--- config.mk ---
export PLATFORM = sky130hd
export DESIGN_NAME = playback_time_accumulator_unit
export DESIGN_NICKNAME = d
export VERILOG_FILES = /design/src/hdl/pta_pkg.sv /design/src/hdl/pta_cfg_regs.sv /design/src/hdl/pta_step.sv /design/src/hdl/playback_time_accumulator_unit.sv
export SDC_FILE = /design/constraint.sdc
export NUM_CORES = 2
export LEC_CHECK = 0
export BUFFER_PORTS_ARGS = -buffer_cell sky130_fd_sc_hd__buf_2
export CORE_UTILIZATION = 61
export DETAILED_ROUTE_END_ITERATION = 10
export PLACE_DENSITY = 0.78
export SYNTH_ARGS = -nofsm -noshare
export SYNTH_HDL_FRONTEND = slang
export SYNTH_SLANG_ARGS = --single-unit
export TNS_END_PERCENT = 1
--- constraint.sdc ---
create_clock -name i_clk -period 20 [get_ports i_clk]
set_input_delay 4 -clock i_clk [delete_from_list [all_inputs] [get_ports i_clk]]
set_output_delay 4 -clock i_clk [all_outputs]
set_load 0.01 [all_outputs]
--- src/hdl/pta_pkg.sv ---
package pta_pkg;

    // Running playback mode, same encoding as the initial_mode register
    typedef enum logic [1:0] {
        MODE_LOOP    = 2'd0,
        MODE_REVERSE = 2'd1,
        MODE_ONCE    = 2'd2,
        MODE_STOPPED = 2'd3
    } t_mode;

    // Step operations; code 3 is unused and leaves the state alone
    typedef enum logic [1:0] {
        OP_ADVANCE = 2'd0,
        OP_SET     = 2'd1,
        OP_RELOAD  = 2'd2
    } t_op;

    // Configuration register indexes
    typedef enum logic [1:0] {
        CFG_START_TIME   = 2'd0,
        CFG_STOP_TIME    = 2'd1,
        CFG_INITIAL_MODE = 2'd2,
        CFG_INITIAL_RATE = 2'd3
    } t_cfg_idx;

    localparam int TIME_W = 32;   // Q16.16
    localparam int RATE_W = 16;   // Q8.8
    localparam int CFG_IDX_W = 2;
    localparam int CFG_DATA_W = 32;

    localparam logic signed [RATE_W-1:0] RATE_ONE = 16'sd256;

    typedef struct packed {
        logic signed [TIME_W-1:0] start_time;
        logic signed [TIME_W-1:0] stop_time;
        t_mode                    initial_mode;
        logic signed [RATE_W-1:0] initial_rate;
    } t_cfg;

    typedef struct packed {
        logic signed [TIME_W-1:0] play_time;
        logic signed [RATE_W-1:0] rate;
        t_mode                    mode;
    } t_state;

    // Saturate a sign-extended 41-bit value to the signed 32-bit range
    function automatic logic signed [TIME_W-1:0] sat_time(input logic signed [40:0] x);
        logic signed [TIME_W-1:0] res;
        if ((x[40:31] == 10'h000) || (x[40:31] == 10'h3FF)) begin
            res = x[31:0];
        end else if (x[40]) begin
            res = 32'sh8000_0000;
        end else begin
            res = 32'sh7FFF_FFFF;
        end
        return res;
    endfunction

    // Negate a rate; the most negative code saturates to the most positive
    function automatic logic signed [RATE_W-1:0] neg_rate(input logic signed [RATE_W-1:0] r);
        logic signed [RATE_W-1:0] res;
        if (r == 16'sh8000) begin
            res = 16'sh7FFF;
        end else begin
            res = 16'(-r);
        end
        return res;
    endfunction

endpackage

--- src/hdl/pta_cfg_regs.sv ---
module pta_cfg_regs
    import pta_pkg::*;
(
    input  logic                  i_clk,
    input  logic                  i_rst_n,
    input  logic                  i_wr_en,
    input  logic [CFG_IDX_W-1:0]  i_wr_index,
    input  logic [CFG_DATA_W-1:0] i_wr_data,
    output t_cfg                  o_cfg
);

    t_cfg r_cfg;

    always_ff @(posedge i_clk) begin
        if (!i_rst_n) begin
            r_cfg.start_time   <= '0;
            r_cfg.stop_time    <= '0;
            r_cfg.initial_mode <= MODE_LOOP;
            r_cfg.initial_rate <= RATE_ONE;
        end else if (i_wr_en) begin
            unique case (t_cfg_idx'(i_wr_index))
                CFG_START_TIME:   r_cfg.start_time   <= i_wr_data[TIME_W-1:0];
                CFG_STOP_TIME:    r_cfg.stop_time    <= i_wr_data[TIME_W-1:0];
                CFG_INITIAL_MODE: r_cfg.initial_mode <= t_mode'(i_wr_data[1:0]);
                CFG_INITIAL_RATE: r_cfg.initial_rate <= i_wr_data[RATE_W-1:0];
            endcase
        end
    end

    assign o_cfg = r_cfg;

endmodule

--- src/hdl/pta_step.sv ---
module pta_step
    import pta_pkg::*;
(
    input  logic [1:0]        i_op,
    input  logic [TIME_W-1:0] i_value,
    input  t_state            i_state,
    input  t_cfg              i_cfg,
    output t_state            o_state
);

    logic signed [TIME_W-1:0]   w_val;
    logic signed [TIME_W-1:0]   w_pt;
    logic signed [TIME_W-1:0]   w_lo;
    logic signed [TIME_W-1:0]   w_hi;
    logic signed [RATE_W-1:0]   w_rate_in;
    logic signed [47:0]         w_prod;
    logic signed [39:0]         w_scaled;
    logic signed [40:0]         w_sum;
    logic signed [TIME_W-1:0]   w_t;
    logic signed [33:0]         w_corr;
    logic signed [RATE_W-1:0]   w_rate;
    t_mode                      w_mode;

    assign w_val     = i_value;
    assign w_pt      = i_state.play_time;
    assign w_lo      = i_cfg.start_time;
    assign w_hi      = i_cfg.stop_time;
    assign w_rate_in = i_state.rate;

    // Q8.8 x Q16.16 gives Q24.24; arithmetic shift by 8 is a floor divide
    assign w_prod   = w_rate_in * w_val;
    assign w_scaled = w_prod[47:8];
    assign w_sum    = 41'(w_pt) + 41'(w_scaled);

    always_comb begin
        w_t    = sat_time(w_sum);
        w_rate = w_rate_in;
        w_mode = i_state.mode;
        w_corr = '0;
        o_state = i_state;
        unique case (i_op)
            OP_ADVANCE: begin
                if (i_state.mode != MODE_STOPPED) begin
                    // Lower bound first
                    if (w_t < w_lo) begin
                        unique case (w_mode)
                            MODE_LOOP: begin
                                w_corr = 34'(w_hi) - 34'(w_lo) + 34'(w_t);
                                w_t    = sat_time(41'(w_corr));
                            end
                            MODE_REVERSE: begin
                                w_corr = 34'(w_lo) + 34'(w_lo) - 34'(w_t);
                                w_t    = sat_time(41'(w_corr));
                                w_rate = neg_rate(w_rate);
                            end
                            MODE_ONCE: begin
                                w_t    = w_lo;
                                w_mode = MODE_STOPPED;
                            end
                            MODE_STOPPED: begin
                                w_t = w_t;
                            end
                        endcase
                    end
                    // Then upper bound, on the corrected time and mode
                    if (w_t > w_hi) begin
                        unique case (w_mode)
                            MODE_LOOP: begin
                                w_corr = 34'(w_lo) + 34'(w_t) - 34'(w_hi);
                                w_t    = sat_time(41'(w_corr));
                            end
                            MODE_REVERSE: begin
                                w_corr = 34'(w_hi) + 34'(w_hi) - 34'(w_t);
                                w_t    = sat_time(41'(w_corr));
                                w_rate = neg_rate(w_rate);
                            end
                            MODE_ONCE: begin
                                w_t    = w_hi;
                                w_mode = MODE_STOPPED;
                            end
                            MODE_STOPPED: begin
                                w_t = w_t;
                            end
                        endcase
                    end
                    o_state.play_time = w_t;
                    o_state.rate      = w_rate;
                    o_state.mode      = w_mode;
                end
            end
            OP_SET: begin
                if (w_val < w_lo) begin
                    o_state.play_time = w_lo;
                end else if (w_val > w_hi) begin
                    o_state.play_time = w_hi;
                end else begin
                    o_state.play_time = w_val;
                end
            end
            OP_RELOAD: begin
                o_state.mode = i_cfg.initial_mode;
                o_state.rate = i_cfg.initial_rate;
            end
            default: begin
                o_state = i_state;
            end
        endcase
    end

endmodule

--- src/hdl/playback_time_accumulator_unit.sv ---
// Channel   Direction  Handshake                     Payload
// -------   ---------  ----------------------------  ------------------------------
// in        sink       i_in_valid / o_in_stall       i_op, i_value_in
// out       source     o_out_valid / i_out_stall     o_time_out, o_mode_out, o_rate_out
// cfg       sink       i_cfg_valid / o_cfg_ready     i_cfg_index, i_cfg_data
//
// One word per cycle sustained while the result side does not stall; each word
// goes from the input register to the result register in one multiply-add-correct pass.
// The single state update per cycle is the loop that sets the rate: the next
// word's multiply needs the rate and time this word leaves behind.
// Reset is synchronous, active low: state goes to time 0, rate one, loop mode.
// A stall on the result side holds the result and backs up through o_in_stall.
module playback_time_accumulator_unit
    import pta_pkg::*;
(
    input  logic                  i_clk,
    input  logic                  i_rst_n,

    input  logic                  i_in_valid,
    output logic                  o_in_stall,
    input  logic [1:0]            i_op,
    input  logic [TIME_W-1:0]     i_value_in,

    output logic                  o_out_valid,
    input  logic                  i_out_stall,
    output logic [TIME_W-1:0]     o_time_out,
    output logic [1:0]            o_mode_out,
    output logic [RATE_W-1:0]     o_rate_out,

    input  logic                  i_cfg_valid,
    output logic                  o_cfg_ready,
    input  logic [CFG_IDX_W-1:0]  i_cfg_index,
    input  logic [CFG_DATA_W-1:0] i_cfg_data
);

    logic              r_in_valid;
    logic [1:0]        r_in_op;
    logic [TIME_W-1:0] r_in_value;

    t_state            r_state;
    t_state            n_state;

    logic              r_out_valid;
    t_state            r_out;

    t_cfg              w_cfg;
    logic              w_in_accept;
    logic              w_fire;

    // Registers are always writable
    assign o_cfg_ready = 1'b1;

    pta_cfg_regs u_cfg_regs (
        .i_clk      (i_clk),
        .i_rst_n    (i_rst_n),
        .i_wr_en    (i_cfg_valid & o_cfg_ready),
        .i_wr_index (i_cfg_index),
        .i_wr_data  (i_cfg_data),
        .o_cfg      (w_cfg)
    );

    // Fire a step whenever a word waits and the result register is free or
    // being emptied this cycle
    assign w_fire      = r_in_valid & (~r_out_valid | ~i_out_stall);
    assign o_in_stall  = r_in_valid & ~w_fire;
    assign w_in_accept = i_in_valid & ~o_in_stall;

    // Input register: load on accept, drop once the step fires
    always_ff @(posedge i_clk) begin
        if (!i_rst_n) begin
            r_in_valid <= 1'b0;
        end else if (w_in_accept) begin
            r_in_valid <= 1'b1;
        end else if (w_fire) begin
            r_in_valid <= 1'b0;
        end
    end

    always_ff @(posedge i_clk) begin
        if (w_in_accept) begin
            r_in_op    <= i_op;
            r_in_value <= i_value_in;
        end
    end

    pta_step u_step (
        .i_op    (r_in_op),
        .i_value (r_in_value),
        .i_state (r_state),
        .i_cfg   (w_cfg),
        .o_state (n_state)
    );

    // Playback state: advance only on a fired step
    always_ff @(posedge i_clk) begin
        if (!i_rst_n) begin
            r_state.play_time <= '0;
            r_state.rate      <= RATE_ONE;
            r_state.mode      <= MODE_LOOP;
        end else if (w_fire) begin
            r_state <= n_state;
        end
    end

    // Result register: capture the new state, hold while stalled
    always_ff @(posedge i_clk) begin
        if (!i_rst_n) begin
            r_out_valid <= 1'b0;
        end else if (w_fire) begin
            r_out_valid <= 1'b1;
        end else if (!i_out_stall) begin
            r_out_valid <= 1'b0;
        end
    end

    always_ff @(posedge i_clk) begin
        if (w_fire) begin
            r_out <= n_state;
        end
    end

    assign o_out_valid = r_out_valid;
    assign o_time_out  = r_out.play_time;
    assign o_mode_out  = r_out.mode;
    assign o_rate_out  = r_out.rate;

`ifndef SYNTH
    // A shown result always matches the running state
    a_out_matches_state: assert property (@(posedge i_clk) disable iff (!i_rst_n)
        r_out_valid |-> (r_out == r_state))
        else $error("result register differs from running state");

    // Stopped mode holds the whole state across an advance
    a_stopped_holds: assert property (@(posedge i_clk) disable iff (!i_rst_n)
        (w_fire && (r_in_op == OP_ADVANCE) && (r_state.mode == MODE_STOPPED))
        |=> $stable(r_state))
        else $error("advance changed state in stopped mode");

    // Only a reload leaves stopped mode
    a_stop_sticky: assert property (@(posedge i_clk) disable iff (!i_rst_n)
        ((r_state.mode == MODE_STOPPED) && !(w_fire && (r_in_op == OP_RELOAD)))
        |=> (r_state.mode == MODE_STOPPED))
        else $error("stopped mode left without reload");

    // A set with an ordered range lands inside it
    a_set_in_range: assert property (@(posedge i_clk) disable iff (!i_rst_n)
        (w_fire && (r_in_op == OP_SET) && (w_cfg.start_time <= w_cfg.stop_time))
        |=> ((r_state.play_time >= w_cfg.start_time)
             && (r_state.play_time <= w_cfg.stop_time)))
        else $error("set time outside range");

    // A waiting word is never lost while the result side stalls
    a_in_held: assert property (@(posedge i_clk) disable iff (!i_rst_n)
        (r_in_valid && !w_fire) |=> r_in_valid)
        else $error("pending input word dropped");
`endif

endmodule
Word level (Yosys, flattened, before mapping)
Index checks and enable logic that the tools add are counted.
{ "classes": {"n_addsub": 11, "n_mul": 1, "order_cmp": 4, "n_eq_ne": 20, "n_mux": 39, "bitwise_logic": 8, "reduce_logical": 19} }
{ "ops": {"columns": ["op", "n"], "rows": [
  ["$mux W32", 16],
  ["$pmux W32 S4", 2],
  ["$mux W16", 8],
  ["$sub A33 B32 Y34", 3],
  ["$add A32 B32 Y33", 3],
  ["$gt A32 B32 Y1", 2],
  ["$lt A32 B32 Y1", 2],
  ["$pmux W32 S2", 1],
  ["$eq A10 B10 Y1 const B", 5],
  ["$logic_not A10 Y1", 5],
  ["$mux W50", 1],
  ["$mul A16 B32 Y48", 1],
  ["$add A32 B40 Y41", 1],
  ["$pmux W18 S2", 1],
  ["$add A33 B32 Y34", 1],
  ["$sub A32 B32 Y33", 1],
  ["$eq A16 B16 Y1 const B", 2],
  ["$neg A16 Y16", 2],
  ["$eq A2 B2 Y1 const B", 7],
  ["$mux W2", 6],
  ["$eq A2 B1 Y1 const B", 4],
  ["$logic_not A2 Y1", 4],
  ["$reduce_and A2 Y1", 4],
  ["$logic_or A1 B1 Y1", 5],
  ["7 further kinds", 15]
]} }
{ "word_totals": {"reg_bits": 218, "input_bits": 73, "out_inout_bits": 53, "word_cells": 116} }

Depth between registers and ports, before layout
{ "logic_depth": {"word_depth": 22, "depth_mapped": 85, "depth_no_buf": 78} }

Modules after synthesis
From an unflattened synthesis, not the netlist that was laid out.
{ "unflattened": {"hier_cells": 5439, "hier_area_um2": 44423.9} }
{ "by_module_without_submodules": {"columns": ["module", "n_inst", "cells_per_inst", "area_per_inst_um2", "seq_area_each_um2"], "rows": [
  ["pta_step", 1, 4823, 36646.4, 0.0],
  ["playback_time_accumulator_unit", 1, 311, 4663.2, 3563.4],
  ["pta_cfg_regs", 1, 305, 3114.2, 1641.6]
]} }

Worst setup path after synthesis
Ideal clock, no wire load.
{ "synth_path": {"path_kind": "flip-flop to flip-flop", "start": "reg r_state[6] (netlist bit)", "end": "reg r_state[37] (netlist bit)", "arrival_ps": 18029, "required_time_ps": 19913, "setup_slack_ps": 1884, "stages_incl_launch_ff": 84, "n_path_buf": 9, "synth_period_minus_slack_ps": 18116, "cell_sequence": "dfxtp_1 clkbuf_1 buf_1 nand2_1 fa_1 inv_1 fa_1 inv_1 fa_1 inv_1 fa_1 fa_1 inv_1 fa_1 inv_1 ha_1 and4_1 a21oi_1 [48 not listed] a211oi_1 o21bai_1 a21oi_1 a221oi_1 a31oi_1 or3_1 a211oi_1 o31ai_1 o2111a_1 a221oi_1 nand3_1 o21ai_0 clkbuf_1 clkbuf_1 o21ai_0 a211oi_2 nor2_1 o31ai_1"} }
{ "synth_between": {"elab_chain_cells": 22, "elab_cells_between_ends": 49, "cone_classes": "add/sub (6); mul (1); order compare (2); eq/ne (8); mux (21); reduce/logical (11)"} }
{ "synth_lines": {"columns": ["element", "line_no", "rtl"], "rows": [
  ["start, declared", "playback_time_accumulator_unit.sv:40", "t_state r_state;"],
  ["start signal, assigned", "playback_time_accumulator_unit.sv:101", "r_state <= n_state;"],
  ["$mul A16 B32 Y48 (*)", "pta_step.sv:31", "assign w_prod = w_rate_in * w_val;"],
  ["$add A32 B40 Y41 (*)", "pta_step.sv:33", "assign w_sum = 41'(w_pt) + 41'(w_scaled);"],
  ["$eq A10 B10 Y1 or $logic_not A10 Y1 (tied branches)", "pta_pkg.sv:49", "if ((x[40:31] == 10'h000) || (x[40:31] == 10'h3FF)) begin"],
  ["$logic_or A1 B1 Y1", "pta_pkg.sv:49", null],
  ["$mux W32 (*)", "pta_pkg.sv:49", null],
  ["$sub A33 B32 Y34 or $add A33 B32 Y34 (tied branches)", "pta_step.sv:52, pta_step.sv:48", null],
  ["$eq A10 B10 Y1 or $logic_not A10 Y1 (tied branches)", "pta_pkg.sv:49", null],
  ["$logic_or A1 B1 Y1", "pta_pkg.sv:49", null],
  ["[6 not listed]", null, null],
  ["$sub A33 B32 Y34", "pta_step.sv:69", "w_corr = 34'(w_lo) + 34'(w_t) - 34'(w_hi);"],
  ["$eq A10 B10 Y1 or $logic_not A10 Y1 (tied branches)", "pta_pkg.sv:49", null],
  ["$logic_or A1 B1 Y1", "pta_pkg.sv:49", null],
  ["$mux W32", "pta_pkg.sv:49", null],
  ["$pmux W32 S4", "pta_step.sv:67", "unique case (w_mode)"],
  ["$mux W32 (*)", "pta_step.sv:66", "if (w_t > w_hi) begin"],
  ["$mux W50 (*)", "pta_step.sv:43", "if (i_state.mode != MODE_STOPPED) begin"],
  ["$pmux W32 S2 (*)", "pta_step.sv:41", "unique case (i_op)"]
]} }
Every way passes the cells marked *; elsewhere a longest branch is shown, timed or not. The select of a mux whose other input is x is not followed.
A chain may end at the register's enable or synchronous reset.

==> flow_summary_export.csv <==
group,metric,value,unit
status,status,"complete, no violations",
cts,clk_pin_slew,0.07,ns
worst_hold_path,hp-start,"u_cfg_regs.o_cfg[14]",
sta,finalCriticalPeriod,19.38,ns
sta,holdWs,0.485,ns
die,num_rows,98,
die,start_util,61.7,%
synthesis,synth.avg_cell_area,8.02,sq um
grt,grt_max_degree,73,
detailed_routing,routed_via_density,6.40,
detailed_routing,drt_iter0_drc,4824,
cts,clockBufferDepth,3,
cts,cts_root_buffer,"clkbuf_16",
die,die_h,271,microns
die,die_w,271,microns
finish,syn2layout_area_growth,9.26,%
setup_path,cpLargestDelayFamily,"compound AO/OA/AOI/OAI gates",
synthesis,synth_nets,6547,
sta,grt_setup_unrepaired,"true",
finish,final_layout_size_suffix_gt1_share,9.45,%
setup_path,path_class,"register to register",
setup_path,cp-start-kind,"register",
synthesis,synthCells,5509,
sta,setup_viol,0,
sta,finalSetupTns,0,ns
grt,gr-total-overflow,0,
synthesis,yosysSeqAreaShare,11.8,%
sta,min_period_over_period,96.9,%
synthesis,yosysUniqueCellTypes,103,
detailed_routing,dr.pass1.iters,6,
setup_path,end_kind,"register",
grt,grt_pass1_wl,251000,microns
setup_path,critPathBufInv,11,
synthesis,postSynth.asyncResetShare,0,%
setup_path,path_max_fanout,22,
detailed_routing,drc,0,
worst_hold_path,hold_class,"register to register",
detailed_routing,wl_per_cell,25.0,microns
grt,first_global_vias,41600,
setup_path,r2r-start,"r_in_value[5]",
placed_design,dp_hpwl,137000,microns
setup_path,cp.arrival,19.81,ns
sta,clock.fmax,51.6,MHz
die,io-pin-count,126,
placed_design,numPortBuffers,124,
die,core,71600,sq um
grt,antenna_found_initial,6,
cts,ctsHoldBuffers,0,
setup_path,r2r_slack,0.62,ns
setup_path,path_common_cell,"fa_1",
setup_path,crit_slowest_cell,"or4_1",
synthesis,ys_warn_count,0,
sta,finalHoldViolations,0,
setup_path,crit_start,"r_in_value[5]",
placed_design,gp_congestion,1.06,
sta,tightest_slew,1.18,ns
setup_path,critPathRequiredTime,20.43,ns
job,cap_violations,0,
detailed_routing,finalWirelength,167000,microns
sta,finClkSkew,0.0186,ns
sta,slew_headroom,21.2,%
finish,post-route-util,67.4,%
cts,cts_buffers,29,
synthesis,synth_seq_cells,218,
detailed_routing,drtAntennaViolNets,0,
synthesis,synth_edf_count,84,
cts,numClockSinks,218,
grt,track_usage,45.1,%
synthesis,synth_flop_cell,"dfxtp_1",
cts,htree_levels,1,
setup_path,max_stage_delay,0.68,ns
die,die_area,73500,sq um
finish,nNetsFinal,6718,
cts,clk_latency,0.61,ns
synthesis,synthesis.area,44200,sq um
cts,cts_tree,"built",
detailed_routing,via_count,42600,
sta,drv_slew,0,
## worst paths after layout
| path | endpoint | cells past startpoint |
|---|---|---|
| hold reg to reg | u_cfg_regs.o_cfg[14] | 2 |
| setup reg to reg | o_time_out[12] | 73 |
| hold / removal | u_cfg_regs.o_cfg[14] | 2 |
| setup / recovery | o_time_out[12] | 73 |
## registers in the layout, summed over array words and instances, names as in the netlist
signal	count
r_state	50
r_in_valid	1
o_mode_out	2
r_in_op	2
u_cfg_regs.o_cfg	82
o_rate_out	16
o_out_valid	1
o_time_out	32
r_in_value	32
## cells by family (layout without fill, tap and decap cells)
| kind of cell | after synthesis | count (layout) | synth area share (%) |
|---|---|---|---|
| DFF | 218 | 218 | 11.8 |
| muxes | 19 | 19 | 0.445 |
| adders and majority gates | 965 | 965 | 36.7 |
| other | 1 | 2 | 0.00849 |
| and+or+nand+nor | 1680 | 1680 | 17.8 |
| buffers and inverters | 1029 | 1222 | 8.81 |
| AOI/OAI and AO/OA | 1405 | 1405 | 20.6 |
| xor gates and xnor gates | 192 | 192 | 3.81 |
## repair_timing
item | CTS | global route
resized for setup | 0 | 32
setup endpoints to repair | 0 | 96
setup buffers | 0 | 20
## stage by stage
stage                     instances  cell area, sq um  setup WS, ns
after global placement         6579             47000         0.562
after CTS                      6632             48000         0.237
after global routing           6652             48200       -0.0178
final                          6653             48300         0.619
after floorplan                5509             44200          1.88
after detailed placement       6579             47000         0.328
## worst min-delay path, cell delays in order, from the launching register on
cell,delay (ns)
dfxtp_1,0.33
nand2_1,0.06
a21oi_1,0.05
## cell type report
type	count	area [sq um]
tap	950	1190
antenna	1	2.50
fill	6018	23400
clock inverter	16	148
inverter	771	2900
multi-input combinational	4262	35200
clock buffer	37	817
timing repair buffer	398	2760
sequential	218	5210
## synthesized netlist by cell type, drive strengths merged, types with 134 or more instances
cell,n,area [sq um]
o21ai,272,1360
nor2,342,1280
ha,413,5170
a21o,150,1130
inv,768,2880
clkbuf,227,852
and2,205,1280
a21oi,457,2290
nand2,710,2670
xnor2,137,1200
dfxtp,134,2680
fa,552,11100
## layout by cell type (no fill, tap or decap), drive strengths merged, types with 51 or more instances in the layout
master,instances
inv,774
nand2,710
fa,552
a21oi,457
ha,413
buf,398
nor2,342
o21ai,272
and2,205
a21o,150
xnor2,137
dfxtp,134
edfxtp,84
nor3,68
o21a,65
nand4,61
nand3,61
nand2b,57
xor2,55
a211oi,51
## per-layer routing
layer  share of wire (%)  track usage, %  vias to the layer above
met5               0.016               0                        -
met4                 6.2            23.0                        4
met3                  12            10.1                      513
met2                  42            67.7                     2627
met1                  40            61.0                    20500
li1                    -               -                    18900
Power is left out: the tool's default activity adds up to more than one toggle a clock period on the data nets, which glitch-free logic cannot reach.
